### src/rtl/mant_pkg.sv
`timescale 1ns / 1ps
// shared types, message constants and the control store of the note tracker
// no dependencies; imported by mant_seq, mant_dp and the top level
package mant_pkg;

  localparam int TDATA_W = 24;
  localparam int STEP_W  = 4;

  localparam logic [3:0] TYPE_NOTE_OFF = 4'h8;
  localparam logic [3:0] TYPE_NOTE_ON  = 4'h9;
  localparam logic [3:0] TYPE_PROGRAM  = 4'hc;
  localparam logic [3:0] TYPE_PRESSURE = 4'hd;
  localparam logic [1:0] LEN_SHORT     = 2'd2;
  localparam logic [1:0] LEN_FULL      = 2'd3;

  // program step codes
  localparam logic [STEP_W-1:0] S_IDLE     = 4'd0;
  localparam logic [STEP_W-1:0] S_DISP_CUT = 4'd1;
  localparam logic [STEP_W-1:0] S_DISP_ON  = 4'd2;
  localparam logic [STEP_W-1:0] S_DISP_OFF = 4'd3;
  localparam logic [STEP_W-1:0] S_PASS     = 4'd4;
  localparam logic [STEP_W-1:0] S_ON_FULL  = 4'd5;
  localparam logic [STEP_W-1:0] S_ON_TEST  = 4'd6;
  localparam logic [STEP_W-1:0] S_OFF_RD   = 4'd7;
  localparam logic [STEP_W-1:0] S_OFF_CMP  = 4'd8;
  localparam logic [STEP_W-1:0] S_CUT_CHK  = 4'd9;
  localparam logic [STEP_W-1:0] S_CUT_TEST = 4'd10;
  localparam logic [STEP_W-1:0] S_CUT_EMIT = 4'd11;

  typedef enum logic [3:0] {
    C_ALWAYS,
    C_IN_VALID,
    C_IS_CUT,
    C_IS_ON,
    C_IS_OFF,
    C_OUT_FREE,
    C_FULL,
    C_SLOT_FREE,
    C_SLOT_BUSY,
    C_IDX_END,
    C_MATCH,
    C_NONE_BUSY
  } cond_e;

  typedef enum logic [2:0] {
    ACT_NONE,
    ACT_LOAD,
    ACT_EMIT_PASS,
    ACT_SET_OVF,
    ACT_TAKE,
    ACT_OFF_CMP,
    ACT_SCAN,
    ACT_EMIT_OFF
  } act_e;

  typedef struct packed {
    cond_e             cond;
    act_e              act;
    logic [STEP_W-1:0] jump_true;
    logic [STEP_W-1:0] jump_false;
  } ucode_t;

  typedef struct packed {
    act_e act;
    logic cond_ok;
    logic in_ready;
  } ctrl_t;

  typedef struct packed {
    logic in_valid;
    logic is_cut;
    logic is_on;
    logic is_off;
    logic out_free;
    logic full;
    logic slot_free;
    logic slot_busy;
    logic idx_end;
    logic match;
    logic none_busy;
  } status_t;

  typedef struct packed {
    logic       mode;
    logic [3:0] msg_type;
    logic [3:0] msg_channel;
    logic [6:0] data_one;
    logic [6:0] data_two;
  } item_t;

  typedef struct packed {
    logic [7:0] status_byte;
    logic [6:0] out_data_one;
    logic [6:0] out_data_two;
    logic [1:0] msg_length;
    logic       table_overflow;
    logic       last_result;
  } result_t;

  typedef struct packed {
    logic [3:0] chan;
    logic [6:0] note;
  } slot_entry_t;

  // control store
  function automatic ucode_t ucode_rom(input logic [STEP_W-1:0] step);
    ucode_t w;
    unique case (step)
      S_IDLE:     w = '{C_IN_VALID,  ACT_LOAD,      S_DISP_CUT, S_IDLE};
      S_DISP_CUT: w = '{C_IS_CUT,    ACT_NONE,      S_CUT_CHK,  S_DISP_ON};
      S_DISP_ON:  w = '{C_IS_ON,     ACT_NONE,      S_ON_FULL,  S_DISP_OFF};
      S_DISP_OFF: w = '{C_IS_OFF,    ACT_NONE,      S_OFF_RD,   S_PASS};
      S_PASS:     w = '{C_OUT_FREE,  ACT_EMIT_PASS, S_IDLE,     S_PASS};
      S_ON_FULL:  w = '{C_FULL,      ACT_SET_OVF,   S_PASS,     S_ON_TEST};
      S_ON_TEST:  w = '{C_SLOT_FREE, ACT_TAKE,      S_PASS,     S_ON_TEST};
      S_OFF_RD:   w = '{C_IDX_END,   ACT_NONE,      S_PASS,     S_OFF_CMP};
      S_OFF_CMP:  w = '{C_MATCH,     ACT_OFF_CMP,   S_PASS,     S_OFF_RD};
      S_CUT_CHK:  w = '{C_NONE_BUSY, ACT_NONE,      S_IDLE,     S_CUT_TEST};
      S_CUT_TEST: w = '{C_SLOT_BUSY, ACT_SCAN,      S_CUT_EMIT, S_CUT_TEST};
      S_CUT_EMIT: w = '{C_OUT_FREE,  ACT_EMIT_OFF,  S_CUT_CHK,  S_CUT_EMIT};
      default:    w = '{C_ALWAYS,    ACT_NONE,      S_IDLE,     S_IDLE};
    endcase
    return w;
  endfunction

endpackage

### src/rtl/mant_seq.sv
`timescale 1ns / 1ps
// microprogram sequencer: step counter, control store lookup, condition select
// depends on mant_pkg
module mant_seq (
  input  logic              clk_i,
  input  logic              rst_ni,
  input  mant_pkg::status_t status_i,
  output mant_pkg::ctrl_t   ctrl_o
);
  import mant_pkg::*;

  logic [STEP_W-1:0] upc_q, upc_d;
  ucode_t            word;
  logic              cond_ok;

  assign word = ucode_rom(upc_q);

  always_comb begin
    unique case (word.cond)
      C_ALWAYS:    cond_ok = 1'b1;
      C_IN_VALID:  cond_ok = status_i.in_valid;
      C_IS_CUT:    cond_ok = status_i.is_cut;
      C_IS_ON:     cond_ok = status_i.is_on;
      C_IS_OFF:    cond_ok = status_i.is_off;
      C_OUT_FREE:  cond_ok = status_i.out_free;
      C_FULL:      cond_ok = status_i.full;
      C_SLOT_FREE: cond_ok = status_i.slot_free;
      C_SLOT_BUSY: cond_ok = status_i.slot_busy;
      C_IDX_END:   cond_ok = status_i.idx_end;
      C_MATCH:     cond_ok = status_i.match;
      C_NONE_BUSY: cond_ok = status_i.none_busy;
      default:     cond_ok = 1'b0;
    endcase
  end

  assign upc_d = cond_ok ? word.jump_true : word.jump_false;

  always_ff @(posedge clk_i or negedge rst_ni) begin
    if (!rst_ni) begin
      upc_q <= S_IDLE;
    end else begin
      upc_q <= upc_d;
    end
  end

  assign ctrl_o.act      = word.act;
  assign ctrl_o.cond_ok  = cond_ok;
  assign ctrl_o.in_ready = (upc_q == S_IDLE);

endmodule

### src/rtl/mant_dp.sv
`timescale 1ns / 1ps
// datapath: held message, slot memory, busy bits, scan index, result register
// depends on mant_pkg; driven by mant_seq
module mant_dp #(
  parameter int SLOT_COUNT = 64
) (
  input  logic              clk_i,
  input  logic              rst_ni,
  input  mant_pkg::ctrl_t   ctrl_i,
  input  logic              in_valid_i,
  input  mant_pkg::item_t   item_i,
  input  logic              out_ready_i,
  output logic              out_valid_o,
  output mant_pkg::result_t result_o,
  output mant_pkg::status_t status_o
);
  import mant_pkg::*;

  localparam int IDX_W = (SLOT_COUNT > 1) ? $clog2(SLOT_COUNT) : 1;
  localparam int CNT_W = $clog2(SLOT_COUNT + 1);

  item_t                 item_q;
  logic                  ovf_q, ovf_d;
  logic [CNT_W-1:0]      idx_q, idx_d;
  logic [CNT_W-1:0]      count_q, count_d;
  logic [SLOT_COUNT-1:0] busy_q, busy_d;
  slot_entry_t           slot_mem_q [SLOT_COUNT];
  slot_entry_t           rd_q;
  logic                  out_valid_q, out_valid_d;
  result_t               out_q, out_d;

  logic [IDX_W-1:0]      idx;
  logic                  out_free;
  logic                  fire;
  logic                  load_fire, take_fire, emit_off_fire;

  assign idx      = idx_q[IDX_W-1:0];
  assign out_free = !out_valid_q || out_ready_i;
  assign fire     = ctrl_i.cond_ok;

  assign load_fire      = (ctrl_i.act == ACT_LOAD) && fire;
  assign take_fire      = (ctrl_i.act == ACT_TAKE) && fire;
  assign emit_off_fire  = (ctrl_i.act == ACT_EMIT_OFF) && fire;

  // status for conditional jumps
  always_comb begin
    status_o.in_valid  = in_valid_i;
    status_o.is_cut    = item_q.mode;
    status_o.is_on     = (item_q.msg_type == TYPE_NOTE_ON) && (item_q.data_two != 7'd0);
    status_o.is_off    = (item_q.msg_type == TYPE_NOTE_OFF) ||
                         ((item_q.msg_type == TYPE_NOTE_ON) && (item_q.data_two == 7'd0));
    status_o.out_free  = out_free;
    status_o.full      = (count_q == CNT_W'(SLOT_COUNT));
    status_o.slot_free = !busy_q[idx];
    status_o.slot_busy = busy_q[idx];
    status_o.idx_end   = (idx_q == CNT_W'(SLOT_COUNT));
    status_o.match     = busy_q[idx] && (rd_q.chan == item_q.msg_channel) &&
                         (rd_q.note == item_q.data_one);
    status_o.none_busy = (count_q == '0);
  end

  always_comb begin
    ovf_d       = ovf_q;
    idx_d       = idx_q;
    count_d     = count_q;
    busy_d      = busy_q;
    out_valid_d = out_valid_q && !out_ready_i;
    out_d       = out_q;
    unique case (ctrl_i.act)
      ACT_LOAD: begin
        if (fire) begin
          ovf_d = 1'b0;
          idx_d = '0;
        end
      end
      ACT_SET_OVF: begin
        if (fire) begin
          ovf_d = 1'b1;
        end
      end
      ACT_TAKE: begin
        if (fire) begin
          busy_d[idx] = 1'b1;
          count_d     = count_q + CNT_W'(1);
        end else begin
          idx_d = idx_q + CNT_W'(1);
        end
      end
      ACT_OFF_CMP: begin
        if (fire) begin
          busy_d[idx] = 1'b0;
          count_d     = count_q - CNT_W'(1);
        end else begin
          idx_d = idx_q + CNT_W'(1);
        end
      end
      ACT_SCAN: begin
        if (!fire) begin
          idx_d = idx_q + CNT_W'(1);
        end
      end
      ACT_EMIT_PASS: begin
        if (fire) begin
          out_valid_d          = 1'b1;
          out_d.status_byte    = {item_q.msg_type, item_q.msg_channel};
          out_d.out_data_one   = item_q.data_one;
          out_d.out_data_two   = item_q.data_two;
          out_d.msg_length     = LEN_FULL;
          out_d.table_overflow = ovf_q;
          out_d.last_result    = 1'b1;
          if (item_q.msg_type == TYPE_PROGRAM || item_q.msg_type == TYPE_PRESSURE) begin
            out_d.out_data_two = 7'd0;
            out_d.msg_length   = LEN_SHORT;
          end
        end
      end
      ACT_EMIT_OFF: begin
        if (fire) begin
          out_valid_d          = 1'b1;
          out_d.status_byte    = {TYPE_NOTE_OFF, rd_q.chan};
          out_d.out_data_one   = rd_q.note;
          out_d.out_data_two   = 7'd0;
          out_d.msg_length     = LEN_FULL;
          out_d.table_overflow = 1'b0;
          out_d.last_result    = (count_q == CNT_W'(1));
          busy_d[idx]          = 1'b0;
          count_d              = count_q - CNT_W'(1);
          idx_d                = idx_q + CNT_W'(1);
        end
      end
      default: begin
      end
    endcase
  end

  always_ff @(posedge clk_i or negedge rst_ni) begin
    if (!rst_ni) begin
      ovf_q       <= 1'b0;
      idx_q       <= '0;
      count_q     <= '0;
      busy_q      <= '0;
      out_valid_q <= 1'b0;
    end else begin
      ovf_q       <= ovf_d;
      idx_q       <= idx_d;
      count_q     <= count_d;
      busy_q      <= busy_d;
      out_valid_q <= out_valid_d;
    end
  end

  always_ff @(posedge clk_i) begin
    out_q <= out_d;
    if (load_fire) begin
      item_q <= item_i;
    end
  end

  // slot memory, one write port, registered read at the scan index
  always_ff @(posedge clk_i) begin
    if (take_fire) begin
      slot_mem_q[idx] <= '{chan: item_q.msg_channel, note: item_q.data_one};
    end
    rd_q <= slot_mem_q[idx];
  end

  assign out_valid_o = out_valid_q;
  assign result_o    = out_q;

  a_count_tracks_busy: assert property (@(posedge clk_i) disable iff (!rst_ni)
    $countones(busy_q) == int'(count_q))
    else $error("busy count out of step with busy bits");

  a_take_counts_up: assert property (@(posedge clk_i) disable iff (!rst_ni)
    take_fire |=> count_q == $past(count_q) + CNT_W'(1))
    else $error("slot take did not bump the busy count");

  a_last_off_empties: assert property (@(posedge clk_i) disable iff (!rst_ni)
    (emit_off_fire && count_q == CNT_W'(1)) |=> (count_q == '0 && busy_q == '0))
    else $error("table not empty after final generated note-off");

endmodule

### src/rtl/midi_active_note_tracker_unit.sv
`timescale 1ns / 1ps
// A message word passes through the dispatch steps and the pass step; a note-on scans the
// busy bits one slot a cycle, a note-off alternates a read step and a compare step for each
// slot against the registered read of the slot memory, and a cut-all steps past idle slots
// and emits a note-off for each busy slot, waiting on output stalls. One microprogram step
// runs per cycle and a new word is taken only when the program is back at its idle step; a
// finished result waits in the output register meanwhile. No clearing pass is needed after
// reset.
// top level; depends on mant_pkg, mant_seq and mant_dp
module midi_active_note_tracker_unit #(
  parameter int SLOT_COUNT = 64
) (
  input  logic                         clk_i,
  input  logic                         rst_ni,
  input  logic                         s_axis_tvalid_i,
  output logic                         s_axis_tready_o,
  // msg_type[3:0], msg_channel[7:4], data_one[14:8], data_two[21:15], zero[23:22]
  input  logic [mant_pkg::TDATA_W-1:0] s_axis_tdata_i,
  // mode[0]
  input  logic                         s_axis_tuser_i,
  output logic                         m_axis_tvalid_o,
  input  logic                         m_axis_tready_i,
  // status_byte[7:0], out_data_one[14:8], out_data_two[21:15], msg_length[23:22]
  output logic [mant_pkg::TDATA_W-1:0] m_axis_tdata_o,
  // table_overflow[0]
  output logic                         m_axis_tuser_o,
  output logic                         m_axis_tlast_o
);
  import mant_pkg::*;

  ctrl_t   ctrl;
  status_t status;
  item_t   item;
  result_t result;

  assign item.mode        = s_axis_tuser_i;
  assign item.msg_type    = s_axis_tdata_i[3:0];
  assign item.msg_channel = s_axis_tdata_i[7:4];
  assign item.data_one    = s_axis_tdata_i[14:8];
  assign item.data_two    = s_axis_tdata_i[21:15];

  mant_seq u_seq (
    .clk_i    (clk_i),
    .rst_ni   (rst_ni),
    .status_i (status),
    .ctrl_o   (ctrl)
  );

  mant_dp #(
    .SLOT_COUNT (SLOT_COUNT)
  ) u_dp (
    .clk_i       (clk_i),
    .rst_ni      (rst_ni),
    .ctrl_i      (ctrl),
    .in_valid_i  (s_axis_tvalid_i),
    .item_i      (item),
    .out_ready_i (m_axis_tready_i),
    .out_valid_o (m_axis_tvalid_o),
    .result_o    (result),
    .status_o    (status)
  );

  assign s_axis_tready_o = ctrl.in_ready;
  assign m_axis_tdata_o  = {result.msg_length, result.out_data_two,
                            result.out_data_one, result.status_byte};
  assign m_axis_tuser_o  = result.table_overflow;
  assign m_axis_tlast_o  = result.last_result;

endmodule

### config.mk
export PLATFORM = sky130hd
export DESIGN_NAME = midi_active_note_tracker_unit
export DESIGN_NICKNAME = d
export VERILOG_FILES = /design/src/rtl/mant_pkg.sv /design/src/rtl/mant_seq.sv /design/src/rtl/mant_dp.sv /design/src/rtl/midi_active_note_tracker_unit.sv
export SDC_FILE = /design/constraint.sdc
export NUM_CORES = 1
export LEC_CHECK = 0
export BUFFER_PORTS_ARGS = -buffer_cell sky130_fd_sc_hd__buf_2
export CAP_MARGIN = 10
export CORE_MARGIN = 4
export CORE_UTILIZATION = 60
export CTS_CLUSTER_SIZE = 40
export DETAILED_ROUTE_END_ITERATION = 10
export GPL_ROUTABILITY_DRIVEN = 0
export PLACE_DENSITY = 0.77
export SLEW_MARGIN = 5
export SYNTH_ARGS = -nofsm -noshare
export SYNTH_HDL_FRONTEND = slang
export SYNTH_SLANG_ARGS = --single-unit
export TNS_END_PERCENT = 100
### constraint.sdc
create_clock -name clk_i -period 12.7 [get_ports clk_i]
set_input_delay 3.175 -clock clk_i [delete_from_list [all_inputs] [get_ports clk_i]]
set_output_delay 3.175 -clock clk_i [all_outputs]
set_load 0.01 [all_outputs]
==> reports/metrics.csv <==
stage;metric;value;unit
sta;finalSetupViolCount;0;
setup_path;cpMostUsedCell;buf_4;
floorplanning;die_w;245.3;um
logic_synthesis;yosys-mux-area-fraction;4.068;%
floorplanning;io_pins;57;
grt;grt_pass1_vias;20870;
layout;final_area;0.03761;mm2
placement;pre_cts_slack;5.538;ns
clock_tree;cts_sinks;847;
logic_synthesis;synth-simple-area-share;5.001;%
pwr;p_leak;11.68;nW
layout;seq_area;0.02492;mm2
route;wirelength;90990;um
route;drc_errors;0;
grt;antenna_found_initial;0;
logic_synthesis;yosysWarnings;0;
route;drtIter0Drc;3487;
floorplanning;initial_core_util;60.94;%
sta;slew_headroom;16.55;%
layout;nets;2223;
clock_tree;cts_buffers;82;
placement;port-buffer-count;53;
worst_hold_path;hold_class;reg -> reg;
route;vias_per_cell;7.108;
logic_synthesis;ys.flop_type;edfxtp_1;
logic_synthesis;synthTopCellsByArea;edfxtp_1 (67%), dfrtp_1 (6.2%), a22oi_1 (3.2%), mux2i_1 (2.1%), a221oi_1 (2.0%);
clock_tree;ctsResizeCount;0;
floorplanning;num_rows;86;
setup_path;cp.arrival;7.09;ns
status;status;finished, final reports clean;
sta;min_period;6.710;ns
run;drv_cap;0;
layout;multiInputGateArea;0.008214;mm2
sta;final_max_slew_viol_count;0;
logic_synthesis;ys_seq_elements;847;
logic_synthesis;yosys.area.top_type;edfxtp_1;
setup_path;cpPeakStageDelay;1.04;ns
floorplanning;core;0.05542;mm2
layout;nFillCells;3582;
logic_synthesis;seq_area_frac_synth;73.74;%
sta;setup_tns;0;ns
setup_path;path_class;in -> reg;
logic_synthesis;synth-edff-count;752;
floorplanning;die_h;245.3;um
logic_synthesis;synth-compound-area-share;13.73;%
setup_path;path_cells;buf_2, inv_1, nand2_1, o2111ai_1, o22ai_1, a21oi_2, nand3_1, nand2b_4, buf_4, nor3_1, buf_4;
route;antenna_left;0;
sta;setup_ws;5.990;ns
sta;worst_pin_slew;1.245;ns
logic_synthesis;synth_top_family_by_area;compound AO/OA/AOI/OAI gates;
sta;timing.final.crit_share;52.84;%
setup_path;startpoint_type;input port;
pwr;irDropWorstVdd;182.6;uV
setup_path;endpoint_kind;register;
clock_tree;h-tree-depth;3;
grt;grt_max_degree;77;
clock_tree;hold_buffers;0;
placement;dp_hpwl;51000;um
setup_path;timing.critical_path.buf_inv;4;
logic_synthesis;synth_fa_ha_area_share;0.4075;%
clock_tree;clk_latency;0.64;ns
sta;hold_viol;0;
setup_path;worst_ep_required_time;13.08;ns
logic_synthesis;synth_top_area_share;66.86;%
route;wl_per_cell;30.43;um
route;drt_pass1_iterations;6;
grt;track_usage;30.12;%
grt;grt_overflow;0;
logic_synthesis;synth_cell_types;80;
placement;dp_cells;2846;
clock_tree;cts_setup_buffers;0;
setup_path;path_max_fanout;76;
floorplanning;die-area;0.06015;mm2
pwr;total_power;0.007209;W
pwr;powerDensity;191.7;mW/mm2
setup_path;crit_slowest_cell;nand2b_4;
clock_tree;clk_pin_slew;0.07;ns
logic_synthesis;netlist_area;0.03377;mm2
logic_synthesis;syn_area_per_cell;15.92;um2
sta;fin_skew;0.02834;ns
layout;fin_cells;2990;
layout;syn_to_final_growth;11.36;%
logic_synthesis;syn_inst;2122;
route;vias;21250;
logic_synthesis;synthMostInstantiatedCell;edfxtp_1;
grt;grt_pass1_wl;134800;um
clock_tree;clk_path_buf_depth;3;
placement;placed_cell_area;0.03512;mm2
sta;fmax;0.1490;GHz
logic_synthesis;synth_xor_area_share;0.4668;%
setup_path;critPathTopFamily;simple AND/OR/NAND/NOR gates;
layout;drive_above_1_share;17.45;%
logic_synthesis;syn_nets;2162;
clock_tree;clock-root-buffer;clkbuf_16;
sta;rsz0062_at_grt;false;
logic_synthesis;synth_common_cells;edfxtp_1 (752), a22oi_1 (144), dfrtp_1 (84), o31ai_1 (84), clkbuf_1 (82);
clock_tree;tritoncts;built;
logic_synthesis;async_flop_share;9.917;%
## layer usage
layer | track usage (%) | wire length [um] | vias up
li1 | - | - | 8777
met1 | 40.90 | 32010 | 10560
met2 | 46.29 | 42260 | 1644
met3 | 8.073 | 12060 | 273
met4 | 13.64 | 4673 | 0
met5 | 0 | 0 | -
## logic make-up after synthesis
logic type	after synthesis
flops	847
compound gates	608
simple gates	331
buf+inv	189
mux	117
xor+xnor	18
fa+ha+maj	11
other cells	1
## cells in the final DEF, fill, tap and decap left out, drive strengths merged, types with 15 or more instances in the layout
| cell type | count |
|---|---|
| inv | 15 |
| o21ai | 45 |
| buf | 153 |
| clkinv | 31 |
| nor3 | 81 |
| nor2 | 55 |
| nand2 | 71 |
| a22oi | 145 |
| clkbuf | 107 |
| mux2 | 32 |
| nand3 | 28 |
| nor4 | 16 |
| dfrtp | 84 |
| a22o | 54 |
| o41ai | 21 |
| o22ai | 15 |
| xor2 | 16 |
| a21oi | 53 |
| a31oi | 47 |
| edfxtp | 752 |
| nand4 | 15 |
| mux2i | 72 |
| a221oi | 78 |
| o31ai | 104 |
## worst paths after layout
kind	startpoint	to	slack, ns	cells past startpoint
worst min-delay path	u_dp.idx_q[6]$_DFFE_PN0P_	u_dp.idx_q[6]$_DFFE_PN0P_	0.48	1
worst max register to register	u_dp.idx_q[1]$_DFFE_PN0P_	u_dp.slot_mem_q[28][10]$_DFFE_PP_	6.29	11
min in group asynchronous	rst_ni	asynchronous set/reset pin	2.37	1
worst max-delay path	m_axis_tready_i	u_dp.slot_mem_q[62][10]$_DFFE_PP_	5.99	11
max in group asynchronous	rst_ni	u_dp.idx_q[0]$_DFFE_PN0P_	9.01	2
worst min register to register	u_dp.idx_q[6]$_DFFE_PN0P_	u_dp.idx_q[6]$_DFFE_PN0P_	0.48	1
## metrics by stage
stage | hold slack [ns] | utilization (%)
floorplan | 0.4419 | -
global placement | 0.4651 | 63.38
detailed placement | 0.4673 | 63.38
CTS | 0.4756 | 67.84
global route | 0.5068 | 67.86
finish | 0.4768 | 67.87
## final cells by class
class                           count  share of cell area [%]
Antenna cell                        1                0.006654
Clock buffer                      107                   5.928
Clock inverter                     35                  0.6421
Inverter                           13                  0.1297
Multi-Input combinational cell   1086                   21.84
Sequential cell                   847                   66.25
Tap cell                          748                   2.488
Timing Repair Buffer              153                   2.718
## power by group
group,switching [W],internal (W)
Clock,0.00101,0.00126
Sequential,0.0000983,0.00342
Combinational,0.00104,0.000369
Total,0.00216,0.00505
## sequential cells by signal (all words and copies together), names as in the netlist, named ones only
register and count:
u_dp.count_q 7, u_dp.idx_q 7, u_dp.item_q 22, u_dp.out_valid_o 1
u_dp.ovf_q 1, u_dp.rd_q 11, u_dp.result_o 25, u_dp.slot_mem_q 704
u_dp.status_o 1, u_seq.upc_q 4
No activity file was read; power rests on OpenSTA's default activity.
